$ cat config.mk
export PLATFORM = sky130hd
export DESIGN_NAME = sliding_window_average
export DESIGN_NICKNAME = d
export VERILOG_FILES = /design/src/swa_pkg.sv /design/src/swa_fifo.sv /design/src/swa_front.sv /design/src/swa_back.sv /design/src/sliding_window_average.sv
export VERILOG_INCLUDE_DIRS = /design/src /design/src/src
export SDC_FILE = /design/constraint.sdc
export NUM_CORES = 2
export LEC_CHECK = 0
export ABC_AREA = 1
export BUFFER_PORTS_ARGS = -buffer_cell sky130_fd_sc_hd__clkbuf_2
export CORE_AREA = 5 5 259 514
export DETAILED_ROUTE_END_ITERATION = 6
export DIE_AREA = 0 0 264 519
export GPL_ROUTABILITY_DRIVEN = 1
export PLACE_DENSITY = 0.61
export SYNTH_ARGS = -nofsm -noshare
export SYNTH_HDL_FRONTEND = slang
export SYNTH_HIERARCHICAL = 1
export SYNTH_SLANG_ARGS = --single-unit
$ cat constraint.sdc
create_clock -name clk_i -period 4.8 [get_ports clk_i]
set_input_delay 0.24 -clock clk_i [delete_from_list [all_inputs] [get_ports clk_i]]
set_output_delay 0.24 -clock clk_i [all_outputs]
set_load 0.005 [all_outputs]
$ cat src/sliding_window_average_macros.svh
// assertion helpers shared by the rtl files
`ifndef SLIDING_WINDOW_AVERAGE_MACROS_SVH
`define SLIDING_WINDOW_AVERAGE_MACROS_SVH

// property checked on every clock edge outside reset
`define SWA_ASSERT(lbl, prop, msg) \
  lbl: assert property (@(posedge clk_i) disable iff (!rst_ni) prop) else $error(msg);

// condition that must never be seen outside reset
`define SWA_NEVER(lbl, cond, msg) \
  lbl: assert property (@(posedge clk_i) disable iff (!rst_ni) !(cond)) else $error(msg);

`endif

$ cat src/swa_pkg.sv
package swa_pkg;

  // sample and result width
  localparam int unsigned DATA_W = 32;

  // default window length
  localparam int unsigned DEFAULT_WINDOW_LENGTH = 32;

  // depth of the queue between front and back
  localparam int unsigned QUEUE_DEPTH = 2;

  // front state machine
  typedef enum logic {
    F_IDLE,
    F_UPDATE
  } front_state_e;

  // back state machine
  typedef enum logic [1:0] {
    B_IDLE,
    B_DIV,
    B_HOLD
  } back_state_e;

endpackage

$ cat src/swa_fifo.sv
`include "sliding_window_average_macros.svh"

module swa_fifo #(
  parameter int unsigned WIDTH = 8,
  parameter int unsigned DEPTH = swa_pkg::QUEUE_DEPTH,
  localparam int unsigned PTR_W = (DEPTH > 1) ? $clog2(DEPTH) : 1,
  localparam int unsigned CNT_W = $clog2(DEPTH + 1)
) (
  input  logic             clk_i,
  input  logic             rst_ni,
  input  logic             push,
  output logic             full,
  input  logic [WIDTH-1:0] data_i,
  input  logic             pop,
  output logic             empty,
  output logic [WIDTH-1:0] data_o
);
  import swa_pkg::*;

  logic [WIDTH-1:0] mem_q [DEPTH];
  logic [PTR_W-1:0] wr_ptr_q, rd_ptr_q;
  logic [CNT_W-1:0] count_q;
  logic             do_push, do_pop;

  assign full    = (count_q == CNT_W'(DEPTH));
  assign empty   = (count_q == '0);
  assign do_push = push && !full;
  assign do_pop  = pop && !empty;
  assign data_o  = mem_q[rd_ptr_q];

  // pointers and occupancy
  always_ff @(posedge clk_i or negedge rst_ni) begin
    if (!rst_ni) begin
      wr_ptr_q <= '0;
      rd_ptr_q <= '0;
      count_q  <= '0;
    end else begin
      if (do_push) begin
        wr_ptr_q <= (wr_ptr_q == PTR_W'(DEPTH - 1)) ? '0 : wr_ptr_q + 1'b1;
      end
      if (do_pop) begin
        rd_ptr_q <= (rd_ptr_q == PTR_W'(DEPTH - 1)) ? '0 : rd_ptr_q + 1'b1;
      end
      if (do_push && !do_pop) begin
        count_q <= count_q + 1'b1;
      end else if (do_pop && !do_push) begin
        count_q <= count_q - 1'b1;
      end
    end
  end

  // entry storage
  always_ff @(posedge clk_i) begin
    if (do_push) begin
      mem_q[wr_ptr_q] <= data_i;
    end
  end

  `SWA_NEVER(a_count_range, count_q > CNT_W'(DEPTH), "queue occupancy above depth")
  `SWA_ASSERT(a_count_up, do_push && !do_pop |=> count_q == $past(count_q) + 1'b1, "queue count did not grow")
  `SWA_ASSERT(a_ptr_gap, empty |-> wr_ptr_q == rd_ptr_q, "empty queue with pointers apart")

endmodule

$ cat src/swa_front.sv
module swa_front #(
  parameter int unsigned WINDOW_LENGTH = swa_pkg::DEFAULT_WINDOW_LENGTH,
  localparam int unsigned PTR_W   = (WINDOW_LENGTH > 1) ? $clog2(WINDOW_LENGTH) : 1,
  localparam int unsigned CNT_W   = $clog2(WINDOW_LENGTH + 1),
  localparam int unsigned SUM_W   = swa_pkg::DATA_W + $clog2(WINDOW_LENGTH),
  localparam int unsigned ENTRY_W = 1 + swa_pkg::DATA_W + CNT_W + SUM_W
) (
  input  logic                      clk_i,
  input  logic                      rst_ni,
  input  logic                      push,
  output logic                      full,
  input  logic [swa_pkg::DATA_W-1:0] sample_i,
  input  logic                      use_average_i,
  output logic                      q_push_o,
  input  logic                      q_full_i,
  output logic [ENTRY_W-1:0]        q_data_o
);
  import swa_pkg::*;

  front_state_e state_q, state_d;

  logic [DATA_W-1:0] ring_q [WINDOW_LENGTH];
  logic [DATA_W-1:0] rd_q;
  logic [DATA_W-1:0] sample_q;
  logic [DATA_W-1:0] old_sample;
  logic [PTR_W-1:0]  wpos_q;
  logic [CNT_W-1:0]  fill_q, fill_d;
  logic [SUM_W-1:0]  sum_q, sum_d;
  logic              accept;
  logic              ring_full;

  assign accept = push && !full;

  // next state
  always_comb begin
    state_d = state_q;
    case (state_q)
      F_IDLE: begin
        if (push) state_d = F_UPDATE;
      end
      F_UPDATE: begin
        if (!q_full_i) state_d = F_IDLE;
      end
      default: state_d = F_IDLE;
    endcase
  end

  // outputs
  always_comb begin
    full     = 1'b1;
    q_push_o = 1'b0;
    case (state_q)
      F_IDLE:   full = 1'b0;
      F_UPDATE: q_push_o = !q_full_i;
      default: begin
        full     = 1'b1;
        q_push_o = 1'b0;
      end
    endcase
  end

  // replaced sample counts as zero until the window has filled once
  assign ring_full  = (fill_q == CNT_W'(WINDOW_LENGTH));
  assign old_sample = ring_full ? rd_q : '0;
  assign sum_d      = sum_q - SUM_W'(old_sample) + SUM_W'(sample_q);
  assign fill_d     = ring_full ? fill_q : fill_q + 1'b1;
  assign q_data_o   = {use_average_i, sample_q, fill_d, sum_d};

  // control and window state
  always_ff @(posedge clk_i or negedge rst_ni) begin
    if (!rst_ni) begin
      state_q <= F_IDLE;
      wpos_q  <= '0;
      fill_q  <= '0;
      sum_q   <= '0;
    end else begin
      state_q <= state_d;
      if (q_push_o) begin
        wpos_q <= (wpos_q == PTR_W'(WINDOW_LENGTH - 1)) ? '0 : wpos_q + 1'b1;
        fill_q <= fill_d;
        sum_q  <= sum_d;
      end
    end
  end

  // captured request
  always_ff @(posedge clk_i) begin
    if (accept) begin
      sample_q <= sample_i;
    end
  end

  // sample ring, registered read of the slot to be replaced
  always_ff @(posedge clk_i) begin
    if (q_push_o) begin
      ring_q[wpos_q] <= sample_q;
    end
    rd_q <= ring_q[wpos_q];
  end

endmodule

$ cat src/swa_back.sv
`include "sliding_window_average_macros.svh"

module swa_back #(
  parameter int unsigned WINDOW_LENGTH = swa_pkg::DEFAULT_WINDOW_LENGTH,
  localparam int unsigned CNT_W   = $clog2(WINDOW_LENGTH + 1),
  localparam int unsigned SUM_W   = swa_pkg::DATA_W + $clog2(WINDOW_LENGTH),
  localparam int unsigned ENTRY_W = 1 + swa_pkg::DATA_W + CNT_W + SUM_W,
  localparam int unsigned STEP_W  = $clog2(SUM_W + 1)
) (
  input  logic                       clk_i,
  input  logic                       rst_ni,
  input  logic                       q_empty_i,
  output logic                       q_pop_o,
  input  logic [ENTRY_W-1:0]         q_data_i,
  output logic                       empty,
  input  logic                       pop,
  output logic [swa_pkg::DATA_W-1:0] value_o
);
  import swa_pkg::*;

  back_state_e state_q, state_d;

  logic              e_avg;
  logic [DATA_W-1:0] e_sample;
  logic [CNT_W-1:0]  e_count;
  logic [SUM_W-1:0]  e_sum;

  logic [SUM_W-1:0]  quo_q;
  logic [CNT_W-1:0]  rem_q;
  logic [CNT_W-1:0]  div_q;
  logic [STEP_W-1:0] step_q;
  logic [DATA_W-1:0] value_q;
  logic              out_valid_q;

  logic [CNT_W:0]    trial;
  logic [CNT_W:0]    diff;
  logic              fits;
  logic              out_free;
  logic              load_out;

  assign {e_avg, e_sample, e_count, e_sum} = q_data_i;

  // one restoring division step per cycle
  assign trial = {rem_q, quo_q[SUM_W-1]};
  assign diff  = trial - {1'b0, div_q};
  assign fits  = (trial >= {1'b0, div_q});

  assign out_free = !out_valid_q || pop;
  assign empty    = !out_valid_q;
  assign value_o  = value_q;

  // next state
  always_comb begin
    state_d = state_q;
    case (state_q)
      B_IDLE: begin
        if (!q_empty_i) state_d = e_avg ? B_DIV : B_HOLD;
      end
      B_DIV: begin
        if (step_q == STEP_W'(1)) state_d = B_HOLD;
      end
      B_HOLD: begin
        if (out_free) state_d = B_IDLE;
      end
      default: state_d = B_IDLE;
    endcase
  end

  // outputs
  always_comb begin
    q_pop_o  = 1'b0;
    load_out = 1'b0;
    case (state_q)
      B_IDLE:  q_pop_o = !q_empty_i;
      B_DIV:   q_pop_o = 1'b0;
      B_HOLD:  load_out = out_free;
      default: begin
        q_pop_o  = 1'b0;
        load_out = 1'b0;
      end
    endcase
  end

  // divider datapath
  always_ff @(posedge clk_i) begin
    if (q_pop_o) begin
      quo_q  <= e_avg ? e_sum : SUM_W'(e_sample);
      rem_q  <= '0;
      div_q  <= e_count;
      step_q <= STEP_W'(SUM_W);
    end else if (state_q == B_DIV) begin
      quo_q  <= {quo_q[SUM_W-2:0], fits};
      rem_q  <= fits ? diff[CNT_W-1:0] : trial[CNT_W-1:0];
      step_q <= step_q - 1'b1;
    end
    if (load_out) begin
      value_q <= quo_q[DATA_W-1:0];
    end
  end

  // control and result register
  always_ff @(posedge clk_i or negedge rst_ni) begin
    if (!rst_ni) begin
      state_q     <= B_IDLE;
      out_valid_q <= 1'b0;
    end else begin
      state_q <= state_d;
      if (load_out) begin
        out_valid_q <= 1'b1;
      end else if (pop) begin
        out_valid_q <= 1'b0;
      end
    end
  end

  `SWA_NEVER(a_div_zero, state_q == B_DIV && div_q == '0, "division by an empty window")
  `SWA_ASSERT(a_quo_fits, load_out |-> (quo_q >> DATA_W) == '0, "result wider than a sample")
  `SWA_ASSERT(a_out_held, out_valid_q && !pop |=> out_valid_q && $stable(value_q), "result dropped")

endmodule

$ cat src/sliding_window_average.sv
// sliding window average over the last WINDOW_LENGTH samples
//
// input: a queue-like port. a request carrying sample_i is taken on a clock
// edge with push high and full low. output: a queue-like port. value_o holds
// the oldest result while empty is low; it is taken with pop high.
// config: use_average is written through cfg_valid_i/cfg_data_i, always ready;
// 1 gives the truncated average of the filled slots, 0 the latest sample.
//
// flow: the front takes a request, then reads the slot it replaces from the
// ring and updates the running sum before it takes the next; it waits while
// the queue is full. the back divides the sum by the fill count with a
// 1-bit-per-cycle restoring divider, then hands the result to the output
// register once that is free; in latest mode no division is done. the back
// finishes one result before it pops the next entry. a 2-entry queue decouples them.
// reset empties the window, the queue and the output, and clears use_average;
// no clearing pass is needed. a stalled receiver holds the result steady and
// backs up into the queue and then into full.
module sliding_window_average #(
  parameter int unsigned WINDOW_LENGTH = swa_pkg::DEFAULT_WINDOW_LENGTH
) (
  input  logic                       clk_i,
  input  logic                       rst_ni,
  input  logic                       push,
  output logic                       full,
  input  logic [swa_pkg::DATA_W-1:0] sample_i,
  output logic                       empty,
  input  logic                       pop,
  output logic [swa_pkg::DATA_W-1:0] value_o,
  input  logic                       cfg_valid_i,
  output logic                       cfg_ready_o,
  input  logic                       cfg_data_i
);
  import swa_pkg::*;

  localparam int unsigned CNT_W   = $clog2(WINDOW_LENGTH + 1);
  localparam int unsigned SUM_W   = DATA_W + $clog2(WINDOW_LENGTH);
  localparam int unsigned ENTRY_W = 1 + DATA_W + CNT_W + SUM_W;

  logic               use_average_q;
  logic               q_push, q_full, q_pop, q_empty;
  logic [ENTRY_W-1:0] q_wdata, q_rdata;

  // mode register
  assign cfg_ready_o = 1'b1;

  always_ff @(posedge clk_i or negedge rst_ni) begin
    if (!rst_ni) begin
      use_average_q <= 1'b0;
    end else if (cfg_valid_i && cfg_ready_o) begin
      use_average_q <= cfg_data_i;
    end
  end

  // ring, fill count and running sum
  swa_front #(
    .WINDOW_LENGTH(WINDOW_LENGTH)
  ) u_front (
    .clk_i        (clk_i),
    .rst_ni       (rst_ni),
    .push         (push),
    .full         (full),
    .sample_i     (sample_i),
    .use_average_i(use_average_q),
    .q_push_o     (q_push),
    .q_full_i     (q_full),
    .q_data_o     (q_wdata)
  );

  // decoupling queue
  swa_fifo #(
    .WIDTH(ENTRY_W),
    .DEPTH(QUEUE_DEPTH)
  ) u_fifo (
    .clk_i (clk_i),
    .rst_ni(rst_ni),
    .push  (q_push),
    .full  (q_full),
    .data_i(q_wdata),
    .pop   (q_pop),
    .empty (q_empty),
    .data_o(q_rdata)
  );

  // divider and result register
  swa_back #(
    .WINDOW_LENGTH(WINDOW_LENGTH)
  ) u_back (
    .clk_i    (clk_i),
    .rst_ni   (rst_ni),
    .q_empty_i(q_empty),
    .q_pop_o  (q_pop),
    .q_data_i (q_rdata),
    .empty    (empty),
    .pop      (pop),
    .value_o  (value_o)
  );

endmodule
Yosys cells after proc, flatten, opt, wreduce, memory -nomap -nowiden. Memory sizes are Yosys's and may differ from the RTL's. A register that Yosys moved wholly into a read port is not among the register bits. Cells that the tools add are included.

Input bits: 38. Output and inout bits: 35. Memories kept: 2. Flip-flop bits (word level): 176. RAM bits: 1176. Word-level logic and storage cells: 85.

Bitwise gates (word level): 1. Reduce and logical (&&, ||, !) cells: 17. Multiplexer cells: 29. $lt $le $gt $ge: 1. Equality and inequality tests: 9. Add/sub/neg operators: 10.

Memory list: u_front.ring_q (depth 32, bits a word 32, read ports 1, clocked after memory_dff 1, write ports 1, RTL line swa_front.sv:22) `logic [DATA_W-1:0] ring_q [WINDOW_LENGTH];`; u_fifo.mem_q (depth 2, bits a word 76, read ports 1, clocked after memory_dff 0, write ports 1, RTL line swa_fifo.sv:20) `logic [WIDTH-1:0] mem_q [DEPTH];`.

Operators with widths (count): 37-bit two-way mux (3); 37-bit by 32-bit adder with 37-bit output (1); 37-bit by 32-bit subtractor with 37-bit output (1); 32-bit two-way mux (1); 1-bit two-way mux (14); 2-bit two-way mux (6); 6-bit two-way mux (2); 7-bit by 6-bit >= comparator with 1-bit output (1); 6-bit by 1-bit adder with 6-bit output, second input constant (1); 6-bit by 1-bit equality test with 1-bit output, second input constant (1); 6-bit equality test, second input constant (1); 2-bit case mux with 3 select lines (1); 2-bit nonzero test (3); 6-bit by 1-bit subtractor with 6-bit output, second input constant (1); 6-bit subtractor (1); 5-bit by 1-bit adder with 5-bit output, second input constant (1); 5-bit equality test, second input constant (1); 1-bit logical AND (5); 1-bit zero test (5); 5-bit two-way mux (1); 2-bit equality test, second input constant (2); 2-bit zero test (2); 2-bit by 1-bit != test with 1-bit output, second input constant (2); 3-bit AND reduction (1); other kinds (8) (9).

Longest topological paths before layout.
Depth in word-level cells: 8. Depth in mapped cells: 21. Depth with buffers taken out: 21.

By module. The synthesis kept the hierarchy.

Modules (own cells, without submodules): swa_front (times used 1, cells an instance 3988, area each 47384.2 um^2, seq. area each 33577.2 um^2); swa_fifo (times used 1, cells an instance 429, area each 5775.5 um^2, seq. area each 4664.5 um^2); swa_back (times used 1, cells an instance 425, area each 4215.3 um^2, seq. area each 2567.5 um^2); sliding_window_average (times used 1, cells an instance 7, area each 51.3 um^2, seq. area each 25.0 um^2).

Worst setup path before layout. No wires, ideal clock.

Path type: register -> register. Start point: register u_fifo.count_q[1]. End point: memory u_fifo/mem_q[1][0] in the netlist's numbering, enable pin. Clock period less this slack: 5.155 ns. Arrival time: 4.644 ns. Required time: 4.289 ns. Library setup time: 0.511 ns. Setup slack: -0.355 ns. Buffers on the path: 2. Stages on the path, launching flop included: 8. Cells stage by stage: dfrtp_1 > inv_1 > nor2_1 > nor2_1 > clkbuf_1 > clkbuf_1 > o21ai_0 > nor2_1.

Longest elaborated chain between the ends: 6.

RTL lines: start: declaration (RTL line swa_fifo.sv:22) `logic [CNT_W-1:0] count_q;`; start signal: assignment (RTL line swa_fifo.sv:45) `count_q <= count_q + 1'b1;`; start signal: assignment (RTL line swa_fifo.sv:47) `count_q <= count_q - 1'b1;`; 2-bit equality test (RTL line swa_fifo.sv:25) `assign full = (count_q == CNT_W'(DEPTH));`; via q_full (RTL line sliding_window_average.sv:40) `logic q_push, q_full, q_pop, q_empty;`; 1-bit zero test (RTL line swa_front.sv:54) `F_UPDATE: q_push_o = !q_full_i;`; 1-bit two-way mux (RTL line swa_front.sv:52) `case (state_q)`; via q_push (RTL line sliding_window_average.sv:40); 1-bit logical AND (RTL line swa_fifo.sv:27) `assign do_push = push && !full;`; 1-bit two-way mux (RTL line swa_fifo.sv:54) `if (do_push) begin`; 1-bit two-way mux (not written as such) (RTL line swa_fifo.sv:55) `mem_q[wr_ptr_q] <= data_i;`; end: declaration (RTL line swa_fifo.sv:20).

The timed path passes the listed nets, and every way through them passes these cells.

Worst setup path in the final report.
Start point: register u_front.fill_q[0]. End point: memory u_fifo/mem_q[0][27] in the netlist's numbering, data pin.

Longest elaborated chain between the ends: 4.

RTL lines: start: declaration (RTL line swa_front.sv:27) `logic [CNT_W-1:0] fill_q, fill_d;`; start signal: assignment (RTL line swa_front.sv:80) `fill_q <= fill_d;`; 6-bit equality test (RTL line swa_front.sv:63) `assign ring_full = (fill_q == CNT_W'(WINDOW_LENGTH));`; 32-bit two-way mux (RTL line swa_front.sv:64) `assign old_sample = ring_full ? rd_q : '0;`; 37-bit by 32-bit subtractor with 37-bit output (RTL line swa_front.sv:65) `assign sum_d = sum_q - SUM_W'(old_sample) + SUM_W'(sample_q);`; 37-bit by 32-bit adder with 37-bit output (RTL line swa_front.sv:65); via q_wdata[27] (RTL line sliding_window_average.sv:41) `logic [ENTRY_W-1:0] q_wdata, q_rdata;`.

The timed path passes the listed nets, and every way through them passes these cells.

==> results.cfg <==
[synth]
synth-xor-area-share = 0.00381
post_synth_inst_count = 4849
asyncSetResetFlopFracSynth = 0.0412
synth_warnings = 6
yosys_register_bits = 1384
main_combinational_cell_family_by_area_after_synthesis = simple AND/OR/NAND/NOR gates
synth_cell_types = 44
number_of_enable_type_register_cells_in_the_synthesized_netlist = 1283
postSynthAreaPerCell_um2 = 11.8
synth.net_count = 4974
synth.cell_area_um2 = 57400
synth-simple-area-share = 0.119
synthFlopType = edfxtp_1
arithmetic_cell_share_of_the_synthesized_area_counting_full_adders_half_adders_and_majority_gates = 0.0233
mux_share_of_post_synthesis_cell_area = 0.000174
synthesized_area_fraction_occupied_by_ao_oa_aoi_and_oai_cells = 0.0951
proportion_of_synthesized_chip_area_in_sequential_cells = 0.711

[sta]
worst_slew_pin_slew_ns = 1.11
maxSlewViolCount = 0
timing.setup.tns_ns = 0
worst_slew_margin_rel = 0.257
fmax_mhz = 233
rsz0062_at_grt = false
finClkSkew_ns = 0.0520
finalCritPeriodShare = 0.892
final_period_minus_worst_setup_slack_ns = 4.28
setup_viol = 0
hold_viol_final = 0

[cts]
cts_made_buffers = 115
cts_max_level = 3
clk_sink_count = 1384
cts_root_buffer = clkbuf_16
clk_pin_slew_worst_paths_ns = 0.07
ctsLongestPathBuffers = 3
post_cts_buffers = 0
cts_tree = yes
clock_latency_ns = 0.76

[route]
route.final.wire_length_um = 155000
route.vias.total = 36900
drt_iter0_drc = 3036
antenna_nets_post_route = 0
detail_route.drc_violations = 0
wire_per_inst_um = 23.0
dr.pass1.iters = 5
vias_per_cell = 5.47

[grt]
grt_overall_usage = 0.219
grt_first_pass_wirelength_um = 226000
grt-ovfl-total = 0
antenna_found_initial = 3
grt_pass1_vias = 35800
grt_start_max_net_pins = 189

[die]
fp.coreArea_um2 = 128000
die_area_um2 = 137000
ios = 73
die-width_um = 264
die_h_um = 519
placement_rows = 186
floorplan.initialDensity = 0.447

[worst_hold_path]
worstHoldPathType = in2reg

[placed_design]
finalWeightedCongestion = 0.900
detailedPlacementHpwl_um = 98500
io_buffers = 71

[final_layout]
area_growth_syn_to_layout_pct = 12.2
final_nets = 5073
ratio_of_cells_with_drive_above_1_in_the_final_layout = 0.0876

[critical_path]
start_kind = register
timing.critical_path.slowest_cell_delay_ns = 0.54
critical_path_class = reg2reg
critical_path.cell_chain = inv_1 > ha_1 > nand3_2 > nor2_1 > fa_1 > inv_1 > ha_1 > nand2_1 > nor2_1 > nand2_1 > nand2_1 > nand2_1 > nand2_1 > nand3b_1 > nand2_1 > nand2_1 > and2_1
worst-endpoint-arrival_ns = 4.75
critical_path.most_common_cell = nand2_1
cpMaxStageDelayCell = nand3_2
end_kind = register
largest_fanout_on_the_critical_path = 27
critPathRequiredTime_ns = 5.27

[power]
leakage_power_nw = 23.3
max-vdd-ir-drop_mv = 0.494
design_power_total_mw = 41.9
power_density_nw_per_um2 = 651

[job]
max_cap_viol_count = 0

[run_status]
run_status = finished clean
-- timing repair --
action,in CTS,in global routing
resized for setup,0,0
hold buffers,38,0
setup endpoints to repair,0,0
hold endpoints to repair,73,0
-- state kept, by name, summed over array words and instances, names as in the netlist, 2 cells and up --
signal and cells:
u_front/ring_q 1024, u_fifo/mem_q 152, u_back/quo_q 37, u_front/sum_q 37
u_back/value_o 32, u_front/rd_q 32, u_front/sample_q 32, u_back/div_q 6
u_back/rem_q 6, u_back/step_q 6, u_front/fill_q 6, u_front/wpos_q 5
u_back/state_q 2, u_fifo/count_q 2
-- synthesized netlist by cell type (6+ instances only) --
cell type  instances  area, um2
o21bai_1           6       45.0
nor3_1            13       65.1
dfxtp_1           44        881
xor2_1            20        175
edfxtp_1        1283      38500
buf_4             12       90.1
a22o_1            56        490
buf_2             77        385
fa_1              33        661
o22ai_1          205       1280
nand3b_1           6       45.0
nor2_1           739       2770
and2_1            20        125
o21ai_0          574       2870
nand3_1           85        425
nand2_1          807       3030
clkbuf_1         128        480
dfrtp_1           57       1430
inv_1            382       1430
buf_6             24        270
a21oi_1           44        220
o21ai_1          101        505
nand4_1           35        219
ha_1              54        676
-- cell type report --
cell class,instances,area [um2]
clock inverters,59,657
clock buffers,157,3170
diodes,2,5.00
well taps,1692,2120
multi-input cells,2831,14200
fillers,11100,64100
repair buffers,226,1910
flip-flops and latches,1384,40800
inverters,390,1480
-- cells by family after synthesis --
family                   after synthesis
adder cells (fa/ha/maj)               87
XOR/XNOR                              25
buffers and inverters                634
AO/OA/AOI/OAI                        991
multiplexers                           1
AND/OR/NAND/NOR                     1726
other                                  1
flip-flops                          1384
-- final timing paths --
path | start | end | slack [ns] | depth (start not counted)
setup / recovery | u_front/fill_q[0] | u_fifo/mem_q[0][27] | 0.52 | 17
hold / removal | sample_i[6] | u_front/sample_q[6] | 0.18 | 2
setup reg to reg | u_front/fill_q[0] | u_fifo/mem_q[0][27] | 0.52 | 17
hold reg to reg | u_back/quo_q[21] | u_back/value_o[21] | 0.45 | 0
max in group asynchronous | rst_ni | u_front/sum_q[22] | 3.55 | 3
min in group asynchronous | rst_ni | u_front/fill_q[1] | 0.26 | 2
-- per-stage QoR --
| stage | hold WS (ns) | cells | setup WS, ns | util | instance area, um2 |
|---|---|---|---|---|---|
| floorplan | -0.0556 | 4849 | 0.902 | - | 57400 |
| global placement | 0.416 | 6485 | 0.703 | 0.469 | 60200 |
| detailed placement | 0.419 | 6485 | 0.686 | 0.469 | 60200 |
| CTS | 0.118 | 6739 | 0.611 | 0.501 | 64400 |
| global route | 0.160 | 6740 | 0.291 | 0.501 | 64400 |
| finish | 0.184 | 6741 | 0.517 | 0.501 | 64400 |
-- cell usage in the layout, fill, tap and decap left out, types with 20 or more instances in the layout --
cell	count
clkbuf_16	116
clkbuf_1	30
nand3_1	84
a21oi_1	44
nand2_1	806
inv_1	380
nor2_4	45
xor2_1	20
nor2_1	695
a22o_1	56
dlygate4sd3_1	38
buf_12	24
clkbuf_2	70
nand4_1	35
dfxtp_1	44
and2_1	20
dfrtp_1	54
buf_4	93
fa_1	33
o21ai_1	101
o21ai_0	574
edfxtp_1	1283
ha_1	54
o22ai_1	205
clkinv_2	24
-- routing by layer --
metal	up-vias	global-route usage	part of all wire
li1	17100	-	-
met1	18300	0.249	0.36
met2	1200	0.411	0.54
met3	327	0.0271	0.051
met4	0	0.0959	0.049
met5	-	0	0
-- critical path, delay by kind of cell, from the launching register on --
kind | cells | cell delay, ns
adders and majority gates | 3 | 0.84
DFF | 1 | 0.41
buffers and inverters | 2 | 0.16
and+or+nand+nor | 12 | 2.56
-- power breakdown --
part	total, mW	leakage (nW)	switching [mW]	internal, mW
Sequential	16.9	12.7	0.814	16.1
Clock	9.45	1.86	4.30	5.15
Combinational	15.6	8.75	11.1	4.48
Note: power is estimated with default switching activity, not from simulation.
